`config.mk`:
```
export PLATFORM = sky130hd
export DESIGN_NAME = circular_deque_core
export DESIGN_NICKNAME = d
export VERILOG_FILES = /design/src/rtl/cdq_pkg.sv /design/src/rtl/cdq_dpath.sv /design/src/rtl/cdq_ctrl.sv /design/src/rtl/circular_deque_core.sv
export SDC_FILE = /design/constraint.sdc
export NUM_CORES = 1
export LEC_CHECK = 0
export BUFFER_PORTS_ARGS = -buffer_cell sky130_fd_sc_hd__buf_2
export CORE_MARGIN = 2
export CORE_UTILIZATION = 45
export DETAILED_ROUTE_END_ITERATION = 6
export PLACE_DENSITY = 0.68
export SKIP_CTS_REPAIR_TIMING = 1
export SYNTH_ARGS = -nofsm -noshare
export SYNTH_HDL_FRONTEND = slang
export SYNTH_SLANG_ARGS = --single-unit
```
`constraint.sdc`:
```
create_clock -name clk_i -period 7.7 [get_ports clk_i]
set_input_delay 0.77 -clock clk_i [delete_from_list [all_inputs] [get_ports clk_i]]
set_output_delay 0.77 -clock clk_i [all_outputs]
set_load 0.03 [all_outputs]
```
`src/rtl/cdq_pkg.sv`:
```
// Shared constants and types for the circular deque core.
// Used by cdq_ctrl, cdq_dpath and circular_deque_core; depends on nothing.
`default_nettype none

package cdq_pkg;

  localparam int unsigned DepthDefault     = 16;
  localparam int unsigned DataWidthDefault = 32;

  localparam int unsigned KindWidth   = 2;
  localparam int unsigned ValueWidth  = 32;
  localparam int unsigned StatusWidth = 2;
  localparam int unsigned CountWidth  = 5;

  // Operation codes carried in the input item's tuser.
  localparam logic [KindWidth-1:0] KindPushFront = 2'd0;
  localparam logic [KindWidth-1:0] KindPushBack  = 2'd1;
  localparam logic [KindWidth-1:0] KindPopFront  = 2'd2;
  localparam logic [KindWidth-1:0] KindPopBack   = 2'd3;

  // Result status codes.
  localparam logic [StatusWidth-1:0] StatusDone  = 2'd0;
  localparam logic [StatusWidth-1:0] StatusEmpty = 2'd1;
  localparam logic [StatusWidth-1:0] StatusFull  = 2'd2;

  // Controller to datapath.
  typedef struct packed {
    logic exec;     // item accepted: update pointers, write or read slot
    logic capture;  // take the popped element from the read port
    logic load;     // move the result into the output register
  } cmd_t;

  // Datapath to controller.
  typedef struct packed {
    logic out_free; // output register empty or drained this cycle
  } stat_t;

endpackage : cdq_pkg

`default_nettype wire

```
`src/rtl/cdq_dpath.sv`:
```
// Datapath of the circular deque: slot memory, head/tail/fill pointers and
// the output register. Depends on cdq_pkg; steered by cdq_ctrl.
`default_nettype none

module cdq_dpath #(
  parameter int unsigned DEPTH      = cdq_pkg::DepthDefault,
  parameter int unsigned DATA_WIDTH = cdq_pkg::DataWidthDefault
) (
  input  wire logic                               clk_i,
  input  wire logic                               rst_ni,
  input  wire cdq_pkg::cmd_t                      cmd_i,
  output cdq_pkg::stat_t                          stat_o,
  input  wire logic [cdq_pkg::KindWidth-1:0]      kind_i,
  input  wire logic [cdq_pkg::ValueWidth-1:0]     value_i,
  output logic                                    out_valid_o,
  input  wire logic                               out_ready_i,
  output logic [cdq_pkg::ValueWidth-1:0]          popped_o,
  output logic [cdq_pkg::StatusWidth-1:0]         status_o,
  output logic [cdq_pkg::ValueWidth-1:0]          front_value_o,
  output logic [cdq_pkg::ValueWidth-1:0]          back_value_o,
  output logic [cdq_pkg::CountWidth-1:0]          count_o
);

  localparam int unsigned AW = (DEPTH > 1) ? $clog2(DEPTH) : 1;
  localparam int unsigned FW = $clog2(DEPTH + 1);
  localparam logic [AW-1:0] LastIdx = AW'(DEPTH - 1);
  localparam logic [FW-1:0] FullCnt = FW'(DEPTH);

  logic [DATA_WIDTH-1:0] mem [DEPTH];

  logic [AW-1:0] head_q, head_d, tail_q, tail_d;
  logic [FW-1:0] fill_q, fill_d;
  logic          pop_ok_q, pop_ok_d;
  logic [cdq_pkg::StatusWidth-1:0] stat_q, stat_d;

  logic                  wr_en;
  logic [AW-1:0]         wr_addr, rd_addr_a, pop_addr;
  logic [DATA_WIDTH-1:0] wr_data, rdata_a_q, rdata_b_q;
  logic [cdq_pkg::ValueWidth-1:0] popped_q;

  logic [AW-1:0] head_nx, head_pv, tail_nx, tail_pv;
  logic          is_push, at_front;

  assign head_nx  = (head_q == LastIdx) ? '0 : head_q + AW'(1);
  assign head_pv  = (head_q == '0) ? LastIdx : head_q - AW'(1);
  assign tail_nx  = (tail_q == LastIdx) ? '0 : tail_q + AW'(1);
  assign tail_pv  = (tail_q == '0) ? LastIdx : tail_q - AW'(1);
  assign is_push  = (kind_i == cdq_pkg::KindPushFront) || (kind_i == cdq_pkg::KindPushBack);
  assign at_front = (kind_i == cdq_pkg::KindPushFront) || (kind_i == cdq_pkg::KindPopFront);
  assign wr_data  = DATA_WIDTH'(value_i);
  assign pop_addr = at_front ? head_q : tail_q;

  always_comb begin
    head_d   = head_q;
    tail_d   = tail_q;
    fill_d   = fill_q;
    pop_ok_d = pop_ok_q;
    stat_d   = stat_q;
    wr_en    = 1'b0;
    wr_addr  = '0;
    if (cmd_i.exec) begin
      pop_ok_d = 1'b0;
      stat_d   = cdq_pkg::StatusDone;
      if (is_push) begin
        if (fill_q == '0) begin
          head_d = '0;
          tail_d = '0;
          fill_d = FW'(1);
          wr_en  = 1'b1;
        end else if (fill_q == FullCnt) begin
          stat_d = cdq_pkg::StatusFull;
        end else begin
          wr_en  = 1'b1;
          fill_d = fill_q + FW'(1);
          if (at_front) begin
            head_d  = head_pv;
            wr_addr = head_pv;
          end else begin
            tail_d  = tail_nx;
            wr_addr = tail_nx;
          end
        end
      end else begin
        if (fill_q == '0) begin
          stat_d = cdq_pkg::StatusEmpty;
        end else begin
          pop_ok_d = 1'b1;
          fill_d   = fill_q - FW'(1);
          if (fill_q == FW'(1)) begin
            // last element gone: pointers return home
            head_d = '0;
            tail_d = '0;
          end else if (at_front) begin
            head_d = head_nx;
          end else begin
            tail_d = tail_pv;
          end
        end
      end
    end
  end

  // Port A reads the pop slot on the accept cycle, the front slot otherwise.
  assign rd_addr_a = cmd_i.exec ? pop_addr : head_q;

  always_ff @(posedge clk_i) begin
    if (wr_en) begin
      mem[wr_addr] <= wr_data;
    end
    rdata_a_q <= mem[rd_addr_a];
    rdata_b_q <= mem[tail_q];
  end

  always_ff @(posedge clk_i or negedge rst_ni) begin
    if (!rst_ni) begin
      head_q      <= '0;
      tail_q      <= '0;
      fill_q      <= '0;
      pop_ok_q    <= 1'b0;
      stat_q      <= cdq_pkg::StatusDone;
      out_valid_o <= 1'b0;
    end else begin
      head_q   <= head_d;
      tail_q   <= tail_d;
      fill_q   <= fill_d;
      pop_ok_q <= pop_ok_d;
      stat_q   <= stat_d;
      if (cmd_i.load) begin
        out_valid_o <= 1'b1;
      end else if (out_ready_i) begin
        out_valid_o <= 1'b0;
      end
    end
  end

  always_ff @(posedge clk_i) begin
    if (cmd_i.capture) begin
      popped_q <= pop_ok_q ? cdq_pkg::ValueWidth'(rdata_a_q) : '0;
    end
    if (cmd_i.load) begin
      popped_o      <= popped_q;
      status_o      <= stat_q;
      front_value_o <= (fill_q != '0) ? cdq_pkg::ValueWidth'(rdata_a_q) : '0;
      back_value_o  <= (fill_q != '0) ? cdq_pkg::ValueWidth'(rdata_b_q) : '0;
      count_o       <= cdq_pkg::CountWidth'(fill_q);
    end
  end

  assign stat_o.out_free = !out_valid_o || out_ready_i;

endmodule : cdq_dpath

`default_nettype wire

```
`src/rtl/cdq_ctrl.sv`:
```
// Sequencer of the circular deque: accept, capture, load.
// Depends on cdq_pkg; drives cdq_dpath through cmd_t.
`default_nettype none

module cdq_ctrl (
  input  wire logic           clk_i,
  input  wire logic           rst_ni,
  input  wire logic           in_valid_i,
  output logic                in_ready_o,
  output cdq_pkg::cmd_t       cmd_o,
  input  wire cdq_pkg::stat_t stat_i
);

  typedef enum logic [1:0] {
    StIdle,
    StCapture,
    StLoad
  } state_e;

  state_e state_q;

  always_ff @(posedge clk_i or negedge rst_ni) begin
    if (!rst_ni) begin
      state_q    <= StIdle;
      in_ready_o <= 1'b0;
    end else begin
      unique case (state_q)
        StIdle: begin
          if (in_valid_i && in_ready_o) begin
            state_q    <= StCapture;
            in_ready_o <= 1'b0;
          end else begin
            in_ready_o <= 1'b1;
          end
        end
        StCapture: begin
          state_q <= StLoad;
        end
        StLoad: begin
          // hold until the output register can take the result
          if (stat_i.out_free) begin
            state_q    <= StIdle;
            in_ready_o <= 1'b1;
          end
        end
        default: begin
          state_q    <= StIdle;
          in_ready_o <= 1'b0;
        end
      endcase
    end
  end

  assign cmd_o.exec    = (state_q == StIdle) && in_valid_i && in_ready_o;
  assign cmd_o.capture = (state_q == StCapture);
  assign cmd_o.load    = (state_q == StLoad) && stat_i.out_free;

endmodule : cdq_ctrl

`default_nettype wire

```
`src/rtl/circular_deque_core.sv`:
```
// Top level of the circular deque: stream ports around cdq_ctrl and cdq_dpath.
// Depends on cdq_pkg.
`default_nettype none

// Double-ended queue of DEPTH elements in a circular slot memory. Each input
// item (tuser = operation) gives one result item. The accepting edge updates
// the pointers and writes or reads the slot; in the capture state the popped
// element is captured while the new front and back slots are read; in the load
// state, once the output register is free, the result is loaded into it.
// The slot memory has one write port and two registered read ports. The next
// item is accepted in the cycle after the result is loaded, so the core takes
// no new item before the last one's result is loaded. A push on a full queue
// is refused with status 2, a pop on an empty queue returns zero with
// status 1. The slot memory needs no clearing.

module circular_deque_core #(
  parameter int unsigned DEPTH      = cdq_pkg::DepthDefault,
  parameter int unsigned DATA_WIDTH = cdq_pkg::DataWidthDefault
) (
  input  wire logic         clk_i,
  input  wire logic         rst_ni,
  input  wire logic         s_axis_tvalid,
  output logic              s_axis_tready,
  input  wire logic [31:0]  s_axis_tdata,   // [31:0] value
  input  wire logic [1:0]   s_axis_tuser,   // [1:0] kind
  output logic              m_axis_tvalid,
  input  wire logic         m_axis_tready,
  output logic [103:0]      m_axis_tdata,   // [31:0] popped, [63:32] front_value,
                                            // [95:64] back_value, [100:96] count
  output logic [1:0]        m_axis_tuser    // [1:0] status
);

  cdq_pkg::cmd_t  cmd;
  cdq_pkg::stat_t stat;

  logic [cdq_pkg::ValueWidth-1:0] popped, front_value, back_value;
  logic [cdq_pkg::CountWidth-1:0] count;

  cdq_ctrl u_ctrl (
    .clk_i      (clk_i),
    .rst_ni     (rst_ni),
    .in_valid_i (s_axis_tvalid),
    .in_ready_o (s_axis_tready),
    .cmd_o      (cmd),
    .stat_i     (stat)
  );

  cdq_dpath #(
    .DEPTH      (DEPTH),
    .DATA_WIDTH (DATA_WIDTH)
  ) u_dpath (
    .clk_i         (clk_i),
    .rst_ni        (rst_ni),
    .cmd_i         (cmd),
    .stat_o        (stat),
    .kind_i        (s_axis_tuser),
    .value_i       (s_axis_tdata),
    .out_valid_o   (m_axis_tvalid),
    .out_ready_i   (m_axis_tready),
    .popped_o      (popped),
    .status_o      (m_axis_tuser),
    .front_value_o (front_value),
    .back_value_o  (back_value),
    .count_o       (count)
  );

  assign m_axis_tdata = {3'b000, count, back_value, front_value, popped};

endmodule : circular_deque_core

`default_nettype wire
```
==> metrics <==
combinational share of power 36.7%; Synth async-reset ratio ~2.7%; worst reg2reg path depth 7; DRT Pass-1 Iters 6; slew at the pin closest to its max-slew limit about 1.3 ns; status finished, final reports clean; Period minus WS final roughly 5 ns; Static Leak between 10 and 15 nW; area leader, netlist edfxtp_1; synthesis-to-layout area growth 12.78%; Setup Skew around 0.021 ns; DRT Wirelength 92160 um; synth top area cells edfxtp_1 (60%), mux2i_1 (6.6%), mux4_2 (4.0%); Post-Syn Area 32340 sq um; Sw Pwr 0.005428 W; Syn Inst Count ~2300; worst-path cell chain buf_4, nand3_1, nand2_4, buf_4, mux2i_1, o22ai_1, or4_1; row count 98; crit-path max FO 55; drt initial violations 2978; WP data required just over 8 ns; post-synthesis cell type count 69; synth warn 0; Vias about 22000; RSZ-0062 raised after global routing false; largest net degree at the start of global routing slightly below 70; Tcrit/Tclk final approximately 64%; Peak VDD IR around 0.32 mV; Nets roughly 2400; Initial Utilization a little under half; clock root cell clkbuf_16; cell seen most often among critical-path stages buf_4; top cell type's share of synthesized area about three fifths; syn avg cell area 14.09 sq um; register area ~21000 sq um; HP Class primary input to asynchronous set/reset pin; chip width ~270 um; fmax roughly 200 MHz; Crit Reg-Reg Startpoint u_dpath.tail_q[0]$_DFFE_PN0P_; fraction of layout cells with a size suffix above 1 18.78%; Fin. Hold Viols 0; Vias/cell about 6.4; Core Footprint between 70000 and 80000 sq um; Final Setup Violations 0; Sequential Power Share a little under two fifths; CTS sink count approximately 730; Clk network pwr share between 20% and 30%; Fill cells slightly below 6000; CTS tree done; post-synthesis register bit count 731; hold slack 0.09459 ns; Stages on worst setup path 7; crit path launch u_dpath.tail_q[0]$_DFFE_PN0P_; initial antenna violation count 16; MaxCap Viol Count 0; ANT nets after route 0; Wirelength per Cell between 20 and 30 um; crit-path leading delay family simple AND/OR/NAND/NOR gates; arrival time worst endpoint approximately 5.5 ns; hpwl dp between 50000 and 60000 um; ys flop type edfxtp_1; Net Sw Frac between 30 and 40%; Max-slew headroom between 10% and 20%; Clock Latency Late Sink 0.63 ns; CP Capture Type flop; Placed Area about 34000 sq um; grt ovf 0; die height approximately 270 um; Buf/Inv on CP 2; I/O Buffers 142; TNS Setup 0 ns; GRT Overall Usage roughly 24%; CP max stage cell buf_4; post-route cell area 36470 sq um; CTS max path bufs 3; Post-synth EDFFs between 600 and 700; sequential share of the synthesized area approximately two thirds; gpl congestion a little under 0.9; Startpoint Class flop; commonest cells in the netlist edfxtp_1 (647), mux2i_1 (212), nand2_1 (166); Worst Setup Path Type flop to flop; H-tree Lvls 3; Pwr per Cell Area 395.4 nW/um^2; # IOs between 100 and 150; DR DRC count 0; number of global-route vias before repair roughly 21000; count leader, synth edfxtp_1; fin. max-slew vios 0; internal cell power 0.008990 W; CTS buffer count 71; Largest stage delay, worst path approximately 0.84 ns; global-route wire length before repair approximately 140000 um; CTS clock-pin slew for the worst setup and hold paths 0.06 ns; Die Area about 74000 sq um; area of the multi-input gates 10510 sq um
==> power by group through the flow <==
stage	Combinational, W	Clock (W)	Sequential [W]
detailed placement	0.00518	0	0.00560
CTS	0.00520	0.00361	0.00552
finish	0.00530	0.00359	0.00553
global route	0.00558	0.00377	0.00558
global placement	0.00508	0	0.00559
floorplan	0.00347	0	0.00559
==> kinds of logic (layout without fill, tap and decap cells) <==
group	count (synthesis)	after routing	synth area share (%)
flip-flops	731	731	65.59
AND/OR/NAND/NOR	544	544	8.470
AO/OA/AOI/OAI	514	514	10.89
buffers and inverters	179	337	2.523
other	1	4	0.01160
multiplexers	313	313	12.06
adder cells (fa/ha/maj)	8	8	0.3096
XOR/XNOR	5	5	0.1355
==> per-stage QoR <==
step           setup slack, ns  util [%]  std cells  power [W]
2_1_floorplan            2.031         -       2297   0.009069
3_3_place_gp             2.942     47.73       3273    0.01067
3_5_place_dp             2.860     47.73       3273    0.01078
4_1_cts                  2.808     51.10       3405    0.01433
5_1_grt                  2.497     51.10       3406    0.01493
6_report                 2.735     51.10       3406    0.01442
==> routing by layer <==
metal	global-route usage, %	vias to the layer above	wire, um
met5	0	-	123
met4	8.892	18	2826
met3	6.127	213	11220
met2	37.03	1459	41080
met1	34.39	10950	36900
li1	-	9218	-
==> state kept, by name (all words and copies together) (netlist names) <==
signal,cells
u_dpath.mem,512
u_ctrl.state_q,2
u_dpath.back_value_o,32
u_dpath.head_q,4
u_dpath.pop_ok_q,1
u_dpath.popped_o,32
u_dpath.stat_q,2
u_dpath.tail_q,4
u_ctrl.in_ready_o,1
u_dpath.out_valid_o,1
u_dpath.rdata_b_q,32
u_dpath.front_value_o,32
u_dpath.status_o,2
u_dpath.fill_q,5
u_dpath.rdata_a_q,32
u_dpath.count_o,5
u_dpath.popped_q,32
==> final timing paths <==
| path | endpoint | slack (ns) |
|---|---|---|
| worst max-delay path | u_dpath.rdata_a_q[29]$_DFF_P_ | 2.74 |
| worst min-delay path | u_dpath.out_valid_o$_DFFE_PN0P_ | 0.09 |
| worst max register to register | u_dpath.rdata_a_q[29]$_DFF_P_ | 2.74 |
| worst min register to register | u_dpath.popped_o[5]$_DFFE_PP_ | 0.42 |
| max in group asynchronous | u_dpath.head_q[1]$_DFFE_PN0P_ | 7.24 |
| min in group clk_i | u_dpath.popped_o[5]$_DFFE_PP_ | 0.42 |
==> layout make-up <==
type | instances | area share [%]
Clock inverter | 32 | 1.043
Inverter | 11 | 0.1132
Multi-Input combinational cell | 1387 | 28.81
Clock buffer | 100 | 5.544
Sequential cell | 731 | 58.20
Timing Repair Buffer | 194 | 3.019
Tap cell | 950 | 3.259
Antenna cell | 1 | 0.006862
==> cell usage in the layout (no fill, tap or decap), drive strengths merged, types with 6 or more instances in the layout <==
| cell | synthesis | routed |
|---|---|---|
| o21ai | 107 | 107 |
| buf | 80 | 194 |
| nand4 | 10 | 10 |
| bufinv | 0 | 8 |
| or4b | 7 | 7 |
| nor2b | 76 | 76 |
| o21a | 13 | 13 |
| a31o | 10 | 10 |
| nand3 | 35 | 35 |
| a221oi | 31 | 31 |
| and3 | 13 | 13 |
| a31oi | 41 | 41 |
| o211ai | 6 | 6 |
| edfxtp | 647 | 647 |
| mux4 | 57 | 57 |
| o2111ai | 10 | 10 |
| inv | 9 | 10 |
| a22oi | 25 | 25 |
| nor4 | 7 | 7 |
| nor3 | 24 | 24 |
| nand2 | 168 | 168 |
| nand4bb | 8 | 8 |
| o22ai | 44 | 44 |
| a211oi | 27 | 27 |
| a21oi | 85 | 85 |
| and2 | 45 | 45 |
| nor2 | 116 | 116 |
| o221ai | 63 | 63 |
| clkinv | 2 | 21 |
| dfrtp | 20 | 20 |
| clkbuf | 88 | 100 |
| dfxtp | 64 | 64 |
| mux2i | 212 | 212 |
| mux2 | 44 | 44 |
| o32a | 8 | 8 |
| or4 | 11 | 11 |
| a22o | 15 | 15 |
| nand2b | 18 | 18 |
| ha | 8 | 8 |
(Power assumes the default switching activity.)
